<file path="src/rtl/handheld_timer_divider_tima_defines.svh">
// Assertion macros shared by the timer block's RTL.
`ifndef HANDHELD_TIMER_DIVIDER_TIMA_DEFINES_SVH
`define HANDHELD_TIMER_DIVIDER_TIMA_DEFINES_SVH

// Checks that cons holds in the same cycle as ante, outside reset.
`define HTDT_ASSERT_SAME(lbl, ante, cons, msg) \
  lbl: assert property (@(posedge clk) disable iff (!rst_n) (ante) |-> (cons)) \
    else $error(msg);

// Checks that cons holds in the cycle after ante, outside reset.
`define HTDT_ASSERT_NEXT(lbl, ante, cons, msg) \
  lbl: assert property (@(posedge clk) disable iff (!rst_n) (ante) |=> (cons)) \
    else $error(msg);

`endif

</file>
<file path="src/rtl/htdt_pkg.sv">
// Shared constants and helpers for the handheld timer and divider block.
package htdt_pkg;

  localparam int unsigned SysW    = 16;
  localparam int unsigned PreW    = 16;
  localparam int unsigned CntW    = 8;
  localparam int unsigned CycW    = 6;
  localparam int unsigned InDataW  = 24;
  localparam int unsigned OutDataW = 24;
  localparam int unsigned CfgIdxW  = 2;
  localparam int unsigned CfgDataW = 8;

  localparam logic [SysW-1:0] SysReset = 16'hABCC;
  localparam logic [SysW-1:0] SysLimit = 16'hFFFF;
  localparam logic [PreW-1:0] PreMax   = 16'hFFFF;
  localparam logic [CntW-1:0] CntMax   = 8'hFF;

  // Configuration register indexes.
  localparam logic [CfgIdxW-1:0] CfgTimerEnable = 2'd0;
  localparam logic [CfgIdxW-1:0] CfgClockSelect = 2'd1;
  localparam logic [CfgIdxW-1:0] CfgReloadValue = 2'd2;

  // Clock select codes, named by their prescaler period.
  localparam logic [1:0] ClkSel1024 = 2'd0;
  localparam logic [1:0] ClkSel16   = 2'd1;
  localparam logic [1:0] ClkSel64   = 2'd2;
  localparam logic [1:0] ClkSel256  = 2'd3;

  // Prescaler period for each clock select code.
  function automatic logic [PreW-1:0] period_of(input logic [1:0] sel);
    logic [PreW-1:0] per;
    case (sel)
      ClkSel1024: per = 16'd1024;
      ClkSel16:   per = 16'd16;
      ClkSel64:   per = 16'd64;
      ClkSel256:  per = 16'd256;
      default:    per = 16'd1024;
    endcase
    return per;
  endfunction

endpackage

</file>
<file path="src/rtl/handheld_timer_divider_tima.sv">
// Top level of the handheld timer: free-running divider and reloadable 8-bit counter.
//
// One tick request is accepted per clock cycle unless stalled, and each produces exactly
// one result: the request is captured in an input register, the divider, prescaler and
// counter update is a few adds and compares, and the result lands in the output register.
// The state registers are updated once per tick in that single pass, so back-to-back ticks
// sustain one per cycle while the output is taken. A stalled output stalls the input only
// when both registers are full. Configuration writes are always ready and take effect on
// the next tick that is processed. No clearing pass is needed after reset.
`include "handheld_timer_divider_tima_defines.svh"

module handheld_timer_divider_tima (
  input  logic                            clk,
  input  logic                            rst_n,
  // tdata, from bit 0: cycles[5:0], tima_write, tima_write_value[7:0], flag_write,
  // flag_write_value, glitch, zero padding.
  input  logic                            in_tvalid,
  output logic                            in_tready,
  input  logic [htdt_pkg::InDataW-1:0]    in_tdata,
  // tdata, from bit 0: counter_value[7:0], divider_value[7:0], timer_interrupt,
  // phase_out[1:0], zero padding.
  output logic                            out_tvalid,
  input  logic                            out_tready,
  output logic [htdt_pkg::OutDataW-1:0]   out_tdata,
  input  logic                            cfg_valid,
  output logic                            cfg_ready,
  input  logic [htdt_pkg::CfgIdxW-1:0]    cfg_index,
  input  logic [htdt_pkg::CfgDataW-1:0]   cfg_data
);

  typedef enum logic [1:0] {
    PH_COUNTING = 2'd0,
    PH_OVERFLOW = 2'd1,
    PH_LOADING  = 2'd2
  } phase_t;

  typedef struct packed {
    logic                        glitch;
    logic                        flag_write_value;
    logic                        flag_write;
    logic [htdt_pkg::CntW-1:0]   tima_write_value;
    logic                        tima_write;
    logic [htdt_pkg::CycW-1:0]   cycles;
  } tick_t;

  // Configuration registers.
  logic                        timer_enable_r;
  logic [1:0]                  clock_select_r;
  logic [htdt_pkg::CntW-1:0]   reload_value_r;

  // Timer state.
  logic [htdt_pkg::SysW-1:0]   system_count_r, system_count_nxt;
  logic [htdt_pkg::PreW-1:0]   prescale_count_r, prescale_count_nxt;
  logic [htdt_pkg::CntW-1:0]   timer_count_r, timer_count_nxt;
  phase_t                      phase_r, phase_nxt;
  logic                        irq_nxt;

  // Pipeline registers.
  logic                        s1_valid_r;
  tick_t                       s1_tick_r;
  logic                        out_valid_r;
  logic [htdt_pkg::OutDataW-1:0] out_data_r;

  logic                        out_free;
  logic                        advance;
  logic                        in_fire;

  logic [htdt_pkg::SysW:0]     sys_sum;
  logic [htdt_pkg::PreW:0]     pre_sum;
  logic [htdt_pkg::PreW-1:0]   pre_sat;
  logic [htdt_pkg::PreW-1:0]   period;
  logic [htdt_pkg::CntW-1:0]   cnt_base;

  assign out_free  = !out_valid_r || out_tready;
  assign advance   = s1_valid_r && out_free;
  assign in_tready = !s1_valid_r || out_free;
  assign in_fire   = in_tvalid && in_tready;
  assign cfg_ready = 1'b1;

  assign out_tvalid = out_valid_r;
  assign out_tdata  = out_data_r;

  assign period = htdt_pkg::period_of(clock_select_r);

  always_comb begin
    sys_sum = {1'b0, system_count_r} + {{(htdt_pkg::SysW + 1 - htdt_pkg::CycW){1'b0}},
                                        s1_tick_r.cycles};
    if (sys_sum >= {1'b0, htdt_pkg::SysLimit}) begin
      system_count_nxt = '0;
    end else begin
      system_count_nxt = sys_sum[htdt_pkg::SysW-1:0];
    end

    pre_sum = {1'b0, prescale_count_r} + {{(htdt_pkg::PreW + 1 - htdt_pkg::CycW){1'b0}},
                                          s1_tick_r.cycles};
    pre_sat = pre_sum[htdt_pkg::PreW] ? htdt_pkg::PreMax : pre_sum[htdt_pkg::PreW-1:0];

    cnt_base           = s1_tick_r.tima_write ? s1_tick_r.tima_write_value : timer_count_r;
    prescale_count_nxt = prescale_count_r;
    timer_count_nxt    = timer_count_r;
    phase_nxt          = PH_COUNTING;
    irq_nxt            = 1'b0;

    case (phase_r)
      PH_OVERFLOW: begin
        timer_count_nxt = cnt_base == timer_count_r && !s1_tick_r.tima_write ?
                          reload_value_r : s1_tick_r.tima_write_value;
        phase_nxt       = PH_LOADING;
      end
      PH_LOADING: begin
        if (s1_tick_r.tima_write) begin
          timer_count_nxt = s1_tick_r.glitch ? s1_tick_r.tima_write_value : reload_value_r;
        end
        // A flag write of zero in the same tick cancels the interrupt.
        irq_nxt = !s1_tick_r.glitch &&
                  !(s1_tick_r.flag_write && !s1_tick_r.flag_write_value);
      end
      default: begin
        // Counting; the unused code is handled the same way.
        timer_count_nxt = cnt_base;
        if (timer_enable_r) begin
          prescale_count_nxt = pre_sat;
          if (pre_sat >= period) begin
            prescale_count_nxt = pre_sat - period;
            if (cnt_base == htdt_pkg::CntMax) begin
              timer_count_nxt = '0;
              phase_nxt       = PH_OVERFLOW;
            end else begin
              timer_count_nxt = cnt_base + 1'b1;
            end
          end
        end
      end
    endcase
  end

  always_ff @(posedge clk) begin
    if (!rst_n) begin
      timer_enable_r   <= 1'b0;
      clock_select_r   <= '0;
      reload_value_r   <= '0;
      system_count_r   <= htdt_pkg::SysReset;
      prescale_count_r <= '0;
      timer_count_r    <= '0;
      phase_r          <= PH_COUNTING;
      s1_valid_r       <= 1'b0;
      out_valid_r      <= 1'b0;
    end else begin
      if (cfg_valid && cfg_ready) begin
        case (cfg_index)
          htdt_pkg::CfgTimerEnable: timer_enable_r <= cfg_data[0];
          htdt_pkg::CfgClockSelect: clock_select_r <= cfg_data[1:0];
          htdt_pkg::CfgReloadValue: reload_value_r <= cfg_data;
          default: ;
        endcase
      end
      if (in_tready) begin
        s1_valid_r <= in_tvalid;
      end
      if (advance) begin
        system_count_r   <= system_count_nxt;
        prescale_count_r <= prescale_count_nxt;
        timer_count_r    <= timer_count_nxt;
        phase_r          <= phase_nxt;
      end
      if (out_free) begin
        out_valid_r <= s1_valid_r;
      end
    end
  end

  always_ff @(posedge clk) begin
    if (in_fire) begin
      s1_tick_r <= tick_t'(in_tdata[$bits(tick_t)-1:0]);
    end
    if (advance) begin
      out_data_r <= {{(htdt_pkg::OutDataW - 19){1'b0}}, phase_nxt, irq_nxt,
                     system_count_nxt[htdt_pkg::SysW-1:8], timer_count_nxt};
    end
  end

  `HTDT_ASSERT_SAME(a_phase_legal, 1'b1, phase_r != 2'd3, "timer phase reached unused code")
  `HTDT_ASSERT_NEXT(a_overflow_to_loading, advance && phase_r == PH_OVERFLOW,
                    phase_r == PH_LOADING, "overflow phase did not move to loading")
  `HTDT_ASSERT_SAME(a_irq_only_after_load, out_tvalid && out_tdata[16],
                    out_tdata[18:17] == PH_COUNTING, "interrupt outside loading exit")
  `HTDT_ASSERT_SAME(a_overflow_reads_zero, out_tvalid && out_tdata[18:17] == PH_OVERFLOW,
                    out_tdata[7:0] == 8'd0, "counter not zero in overflow phase")

endmodule

</file>
<file path="config.mk">
export PLATFORM = sky130hd
export DESIGN_NAME = handheld_timer_divider_tima
export DESIGN_NICKNAME = d
export VERILOG_FILES = /design/src/rtl/htdt_pkg.sv /design/src/rtl/handheld_timer_divider_tima.sv
export VERILOG_INCLUDE_DIRS = /design/src /design/src/rtl
export SDC_FILE = /design/constraint.sdc
export NUM_CORES = 1
export LEC_CHECK = 0
export BUFFER_PORTS_ARGS = -buffer_cell sky130_fd_sc_hd__buf_2
export CAP_MARGIN = 15
export CORE_MARGIN = 2
export CORE_UTILIZATION = 45
export CTS_CLUSTER_SIZE = 24
export DETAILED_ROUTE_END_ITERATION = 8
export PLACE_DENSITY = 0.71
export SETUP_SLACK_MARGIN = 0.02
export SYNTH_ARGS = -nofsm -noshare
export SYNTH_HDL_FRONTEND = slang
export SYNTH_SLANG_ARGS = --single-unit
</file>
<file path="constraint.sdc">
create_clock -name clk -period 4 [get_ports clk]
set_clock_uncertainty 0.15 [all_clocks]
set_input_delay 0 -clock clk [delete_from_list [all_inputs] [get_ports clk]]
set_output_delay 0 -clock clk [all_outputs]
set_load 0.1 [all_outputs]
</file>
==> flow_metrics.env, run 1 <==
export IMPL_status="finished, violations left"
export IMPL_violations="negative setup slack"
export IMPL_gp_congestion=0.991
export IMPL_worstMarginPinSlew_ns=0.980
export IMPL_min_delay_path_class="primary input to flip-flop"
export IMPL_synth_top_cells_by_count="74 x nor2_1, 55 x dfxtp_1, 54 x nand2_1"
export IMPL_yosys_area_share_xor_xnor_pct=3.26
export IMPL_rsz0062_at_grt="true"
export IMPL_synthCells=641
export IMPL_grt_overflow=0
export IMPL_pre_cts_ws_ns=-0.189
export IMPL_start_util_pct=46.6
export IMPL_worst_path_buf_inv=1
export IMPL_cts_max_path_buffers=2
export IMPL_p_per_area_nw_per_um2=310
export IMPL_grtUsageTotal_pct=24.6
export IMPL_timing_rr_end="out_tdata[6]"
export IMPL_final_setup_viol_count=28
export IMPL_drive_gt1_share_pct=30.6
export IMPL_cts_tree="built"
export IMPL_cp_cell_sequence="ha_2 > fa_2 > a21oi_4 > o221ai_2 > mux2_2 > ha_4 > nand3_2 > nor3_2 > o21ai_2 > a2111oi_4 > nor3_4 > buf_4 > or4_4 > mux2i_2 > or2_4"
export IMPL_drt_initial_drc_count=514
export IMPL_syn_area_um2=5640
export IMPL_ys_flop_type="dfxtp_1"
export IMPL_die_h_um=116
export IMPL_synth_top_family_by_area="simple AND/OR/NAND/NOR gates"
export IMPL_dpl_hpwl_um=10500
export IMPL_cp_slowest_cell="or4_4"
export IMPL_worstSetupPathType="flip-flop to flip-flop"
export IMPL_grt_max_degree=38
export IMPL_syn_avg_cell_area_um2=8.80
export IMPL_timing_hold_ws_ns=0.200
export IMPL_synth_most_common_cell="nor2_1"
export IMPL_io_buffers=53
export IMPL_antenna_found_initial=0
export IMPL_ir_drop_mv=0.249
export IMPL_hold_end="s1_tick_r[11]"
export IMPL_synth_adder_area_share_pct=5.14
export IMPL_drtAntennaViolNets=0
export IMPL_ys_ff_latch=92
export IMPL_r2r_start="s1_tick_r[0]"
export IMPL_yosysTopAreaCellShare_pct=19.7
export IMPL_endpoint_kind="flip-flop"
export IMPL_drt_total_wl_um=16900
export IMPL_slowest_delay_ns=0.51
export IMPL_crit_arrival_ns=4.35
export IMPL_io_pins=66
export IMPL_dieWidth_um=116
export IMPL_area_delta_synth_final_pct=37.3
export IMPL_route_detailed_drc=0
export IMPL_vias_per_cell=5.83
export IMPL_ys_async_sr_fraction_pct=0
export IMPL_crit_start="s1_tick_r[0]"
export IMPL_fin_nets=854
export IMPL_slew_headroom_pct=34.7
export IMPL_std_cell_rows=40
export IMPL_fin_crit_sh_pct=110
export IMPL_synth_compound_area_share_pct=19.7
export IMPL_r2r_slack_ns=-0.38
export IMPL_yosys_top_cells_area="edfxtp_1 20%, dfxtp_1 20%, mux2i_1 5.3%"
export IMPL_worst_ep_required_time_ns=3.96
export IMPL_slew_viol_final=0
export IMPL_synth_edf_count=37
export IMPL_cts_sinks=92
export IMPL_clock_latency_ns=0.36
export IMPL_r2r_cells=15
export IMPL_antennaDiodeCount=0
export IMPL_hold_violations=0
export IMPL_grt_pass1_vias=5266
export IMPL_cap_viol_max_count=0
export IMPL_cts_root_buf="clkbuf_16"
export IMPL_post_route_min_period_ns=4.38
export IMPL_clkTransAtPathRegs_ns=0.07
export IMPL_path_max_fanout=4
export IMPL_hold_depth=2
export IMPL_synth_top_area_cell="edfxtp_1"
export IMPL_coreArea_um2=12100
export IMPL_seq_area_frac_synth_pct=39.2
export IMPL_synth_cell_types=78
export IMPL_ys_warn_count=0
export IMPL_hold_path_startpoint="in_tdata[11]"
export IMPL_grt_pass1_wl_um=25700
export IMPL_avgRoutedWirePerCell_um=17.5
export IMPL_fmax_mhz=228
export IMPL_die_area_um2=13500
export IMPL_cts_htree_levels=3
export IMPL_vias=5630
export IMPL_start_kind="flip-flop"
export IMPL_cts_buffers=9
export IMPL_power_leakage_nw=3.14
export IMPL_synth_simple_gate_area_share_pct=20.0
export IMPL_path_delay_family="simple AND/OR/NAND/NOR gates"
export IMPL_synth_area_mux_share_pct=7.32
export IMPL_drt_first_pass_iters=8
export IMPL_worst_slack_ns=-0.383
==> area by class of cell <==
type	count	area [um2]
Fill cell	959	4370
Multi-Input combinational cell	487	3590
Sequential cell	92	2210
Timing Repair Buffer	178	1370
Clock buffer	10	229
Tap cell	168	210
Inverter	25	93.8
Clock inverter	6	37.5
==> state kept, by name, indices dropped and copies added, names as in the netlist <==
register	count
phase_r	2
timer_enable_r	1
clock_select_r	2
timer_count_r	8
reload_value_r	8
out_tdata	19
s1_tick_r	18
prescale_count_r	16
out_tvalid	1
s1_valid_r	1
system_count_r	16
==> metal layers <==
layer / wire length, um / up-vias / global-route usage (%)
met3: 1200 / 64 / 5.65
met2: 8050 / 266 / 40.4
met4: 624 / 0 / 11.3
met1: 7020 / 2660 / 30.9
met5: 0 / - / 0
li1: - / 2640 / -
==> worst max-delay path by stage <==
stage,endpoint,depth (start not counted)
floorplan,out_tdata[6],16
global placement,out_tdata[5],12
detailed placement,out_tdata[6],14
CTS,out_tdata[6],15
global route,timer_count_r[6],18
finish,out_tdata[6],15
==> cells in the final DEF, fill, tap and decap left out, types with 5 or more instances in the layout <==
| cell type | instances |
|---|---|
| a211oi_1 | 5 |
| a21o_1 | 6 |
| a21oi_1 | 36 |
| a21oi_2 | 9 |
| a221o_1 | 6 |
| a31oi_1 | 10 |
| and3_1 | 6 |
| buf_2 | 53 |
| buf_4 | 74 |
| buf_6 | 14 |
| clkbuf_16 | 9 |
| conb_1 | 6 |
| dfxtp_1 | 55 |
| dlygate4sd3_1 | 35 |
| edfxtp_1 | 37 |
| ha_1 | 12 |
| ha_4 | 6 |
| inv_1 | 23 |
| mux2_2 | 10 |
| mux2i_1 | 28 |
| nand2_1 | 49 |
| nand2b_1 | 5 |
| nand3_1 | 24 |
| nor2_1 | 68 |
| nor2b_1 | 9 |
| nor3_1 | 11 |
| o21ai_0 | 29 |
| o21ai_2 | 5 |
| or3_1 | 5 |
| xnor2_1 | 9 |
| xor2_1 | 10 |
==> power by group <==
| part | switching [mW] | total (mW) | internal (mW) |
|---|---|---|---|
| Clock | 0.389 | 0.810 | 0.421 |
| Sequential | 0.0323 | 1.05 | 1.02 |
| Combinational | 0.320 | 0.543 | 0.222 |
==> what timing repair did <==
action | in CTS | in global routing
cloned | 1 | 0
gates resized for setup | 22 | 74
setup buffers | 22 | 19
setup endpoints to repair | 20 | 29
endpoints found under the hold margin | 33 | 0
pin swaps | 11 | 45
hold buffers | 35 | 0
==> kinds of logic (layout without fill, tap and decap cells) <==
logic type               count (synthesis)  in the layout
other                                    2              6
XOR/XNOR                                21             21
flip-flops                              92             92
buffers and inverters                   67            219
adder cells (fa/ha/maj)                 22             22
AO/OA/AOI/OAI                          164            165
AND/OR/NAND/NOR                        233            233
multiplexers                            40             40
==> metrics by stage <==
stage / cell area, um2 / cells / total power, mW / setup TNS, ns / utilization [%]
final: 7740 / 966 / 2.40 / -4.26 / 63.9
after detailed placement: 6360 / 876 / 1.46 / -1.73 / 52.5
after CTS: 7280 / 949 / 2.32 / -0.0990 / 60.1
after global placement: 6360 / 876 / 1.46 / -0.706 / 52.5
after global routing: 7740 / 966 / 2.49 / -7.56 / 63.9
after floorplan: 5690 / 645 / 1.36 / 0 / -
(Power assumes the default switching activity.)
==> run 2: changes to the inputs <==
--- a/config.mk
+++ b/config.mk
@@ -13,7 +13,8 @@
 export CTS_CLUSTER_SIZE = 24
 export DETAILED_ROUTE_END_ITERATION = 8
 export PLACE_DENSITY = 0.71
-export SETUP_SLACK_MARGIN = 0.02
+export SETUP_SLACK_MARGIN = 0.2
 export SYNTH_ARGS = -nofsm -noshare
 export SYNTH_HDL_FRONTEND = slang
 export SYNTH_SLANG_ARGS = --single-unit
+export TNS_END_PERCENT = 20
==> run 2 against run 1 <==
  * The flow still finishes with violations (negative setup slack)
  * Sequential power is essentially flat
  * Wire length fell by 8.5%
  * Flip-flop and latch count stayed put
  * Total power up 0.74%
  * Final cell count fell by 2.1%
  * Sequential share of layout area is 1.1 points higher
  * Count of clock-buffer cells in the layout stayed put
  * Final area decreased by 3.6%
  * Non-clock buffer count is 19 lower
  * Core utilization down 2.3 points
  * Global-route usage down 1.1 points
  * Critical endpoint is now prescale_count_r[9]
==> flow_metrics.env, run 2 (synthesis gave the netlist of run 1 again) <==
export IMPL_die_h_um=116
export IMPL_cts_root_buf="clkbuf_16"
export IMPL_worstSetupPathType="flip-flop to flip-flop"
export IMPL_ir_drop_mv=0.370
export IMPL_fmax_mhz=246
export IMPL_min_delay_path_class="primary input to flip-flop"
export IMPL_std_cell_rows=40
export IMPL_drt_initial_drc_count=433
export IMPL_p_per_area_nw_per_um2=324
export IMPL_worst_slack_ns=-0.0666
export IMPL_fin_nets=835
export IMPL_rsz0062_at_grt="true"
export IMPL_endpoint_kind="flip-flop"
export IMPL_post_route_min_period_ns=4.07
export IMPL_grt_pass1_vias=5099
export IMPL_cts_buffers=9
export IMPL_grt_pass1_wl_um=25000
export IMPL_hold_violations=0
export IMPL_gp_congestion=0.905
export IMPL_worst_ep_required_time_ns=4.09
export IMPL_route_detailed_drc=0
export IMPL_status="finished, violations left"
export IMPL_drt_first_pass_iters=5
export IMPL_dieWidth_um=116
export IMPL_cts_tree="built"
export IMPL_cts_htree_levels=3
export IMPL_io_pins=66
export IMPL_drtAntennaViolNets=0
export IMPL_slew_viol_final=0
export IMPL_layout_commonest_cell="nor2_1"
export IMPL_placed_area_um2=6410
export IMPL_antennaDiodeCount=0
export IMPL_dpl_hpwl_um=10300
export IMPL_io_buffers=53
export IMPL_cap_viol_max_count=0
export IMPL_path_max_fanout=6
export IMPL_clkTransAtPathRegs_ns=0.06
export IMPL_antenna_found_initial=0
export IMPL_violations="negative setup slack"
export IMPL_clock_latency_ns=0.35
export IMPL_grt_max_degree=34
export IMPL_coreArea_um2=12100
export IMPL_vias=5340
export IMPL_postLayoutCellArea_um2=7460
export IMPL_drive_gt1_share_pct=27.1
export IMPL_grtUsageTotal_pct=23.5
export IMPL_grt_overflow=0
export IMPL_slew_headroom_pct=34.2
export IMPL_fin_crit_sh_pct=102
export IMPL_die_area_um2=13500
export IMPL_tns_ns=-0.269
export IMPL_power_leakage_nw=3.04
export IMPL_start_util_pct=46.6
export IMPL_pre_cts_ws_ns=-0.231
export IMPL_cp_slowest_cell="or4_4"
export IMPL_largest_reg_flops=19
export IMPL_final_setup_viol_count=8
export IMPL_start_kind="flip-flop"
export IMPL_power_total_mw=2.42
export IMPL_worstMarginPinSlew_ns=0.987
export IMPL_avgRoutedWirePerCell_um=16.3
export IMPL_drt_total_wl_um=15500
export IMPL_slowest_delay_ns=0.52
export IMPL_crit_arrival_ns=4.16
export IMPL_final_cell_mix="71 x nor2_1, 61 x buf_4, 55 x dfxtp_1"
export IMPL_cts_max_path_buffers=2
export IMPL_area_delta_synth_final_pct=32.3
export IMPL_vias_per_cell=5.64
export IMPL_cp_cell_sequence="ha_2 > fa_2 > a21oi_4 > o221ai_4 > buf_6 > o22a_1 > ha_4 > or4_4 > a221o_1 > or3_4 > a211oi_1 > a31oi_1 > a31o_1"
export IMPL_cts_sinks=92
-- run 2: path summary, 6_finish.rpt --
check | slack, ns | cells after the start | endpoint | from
worst max-delay path | -0.07 | 13 | prescale_count_r[9] | s1_tick_r[0]
worst min-delay path | 0.21 | 2 | s1_tick_r[17] | in_tdata[17]
worst max register to register | -0.07 | 13 | prescale_count_r[9] | s1_tick_r[0]
worst min register to register | 0.31 | 2 | system_count_r[0] | system_count_r[0]
-- run 2: per-stage QoR --
| step | util, % | std cells | hold WS (ns) |
|---|---|---|---|
| floorplan | - | 645 | -0.0511 |
| global placement | 52.9 | 877 | 0.0271 |
| detailed placement | 52.9 | 877 | 0.0281 |
| CTS | 59.7 | 936 | 0.194 |
| global route | 61.6 | 946 | 0.207 |
| finish | 61.6 | 946 | 0.205 |
-- run 2: cell type report --
type,instances,area [um2]
clock inverter,5,77.6
timing repair buffer,159,1190
fill,1039,4650
clock buffer,10,229
tap,168,210
multi-input combinational,487,3450
inverter,25,93.8
sequential,92,2210
-- run 2: repair_timing --
action / CTS / global route
gates cloned: 1 / 0
buffers inserted: 9 / 10
endpoints found under the setup margin: 28 / 45
pin swaps: 24 / 20
hold buffers: 34 / 0
endpoints found under the hold margin: 33 / 0
resized for setup: 21 / 36
-- run 2: where the power goes --
group / switching (mW) / internal, mW / leakage, nW
combinational: 0.290 / 0.183 / 2.10
clock: 0.356 / 0.542 / 0.148
sequential: 0.0318 / 1.02 / 0.793
total: 0.678 / 1.74 / 3.04
-- run 2: layer usage --
metal	GRT usage, %	vias to the layer above	wire (um)
li1	-	2604	-
met3	4.34	24	653
met5	0	-	0
met1	31.3	2554	6980
met4	7.22	0	229
met2	39.2	158	7590
-- run 2: worst max-delay path, delay by kind of cell, from the launching register on --
family	cells	cell delay, ns
AO/OA/AOI/OAI	7	1.50
adder cells (fa/ha/maj)	3	0.75
buffers and inverters	1	0.16
flip-flops	1	0.42
AND/OR/NAND/NOR	2	0.97
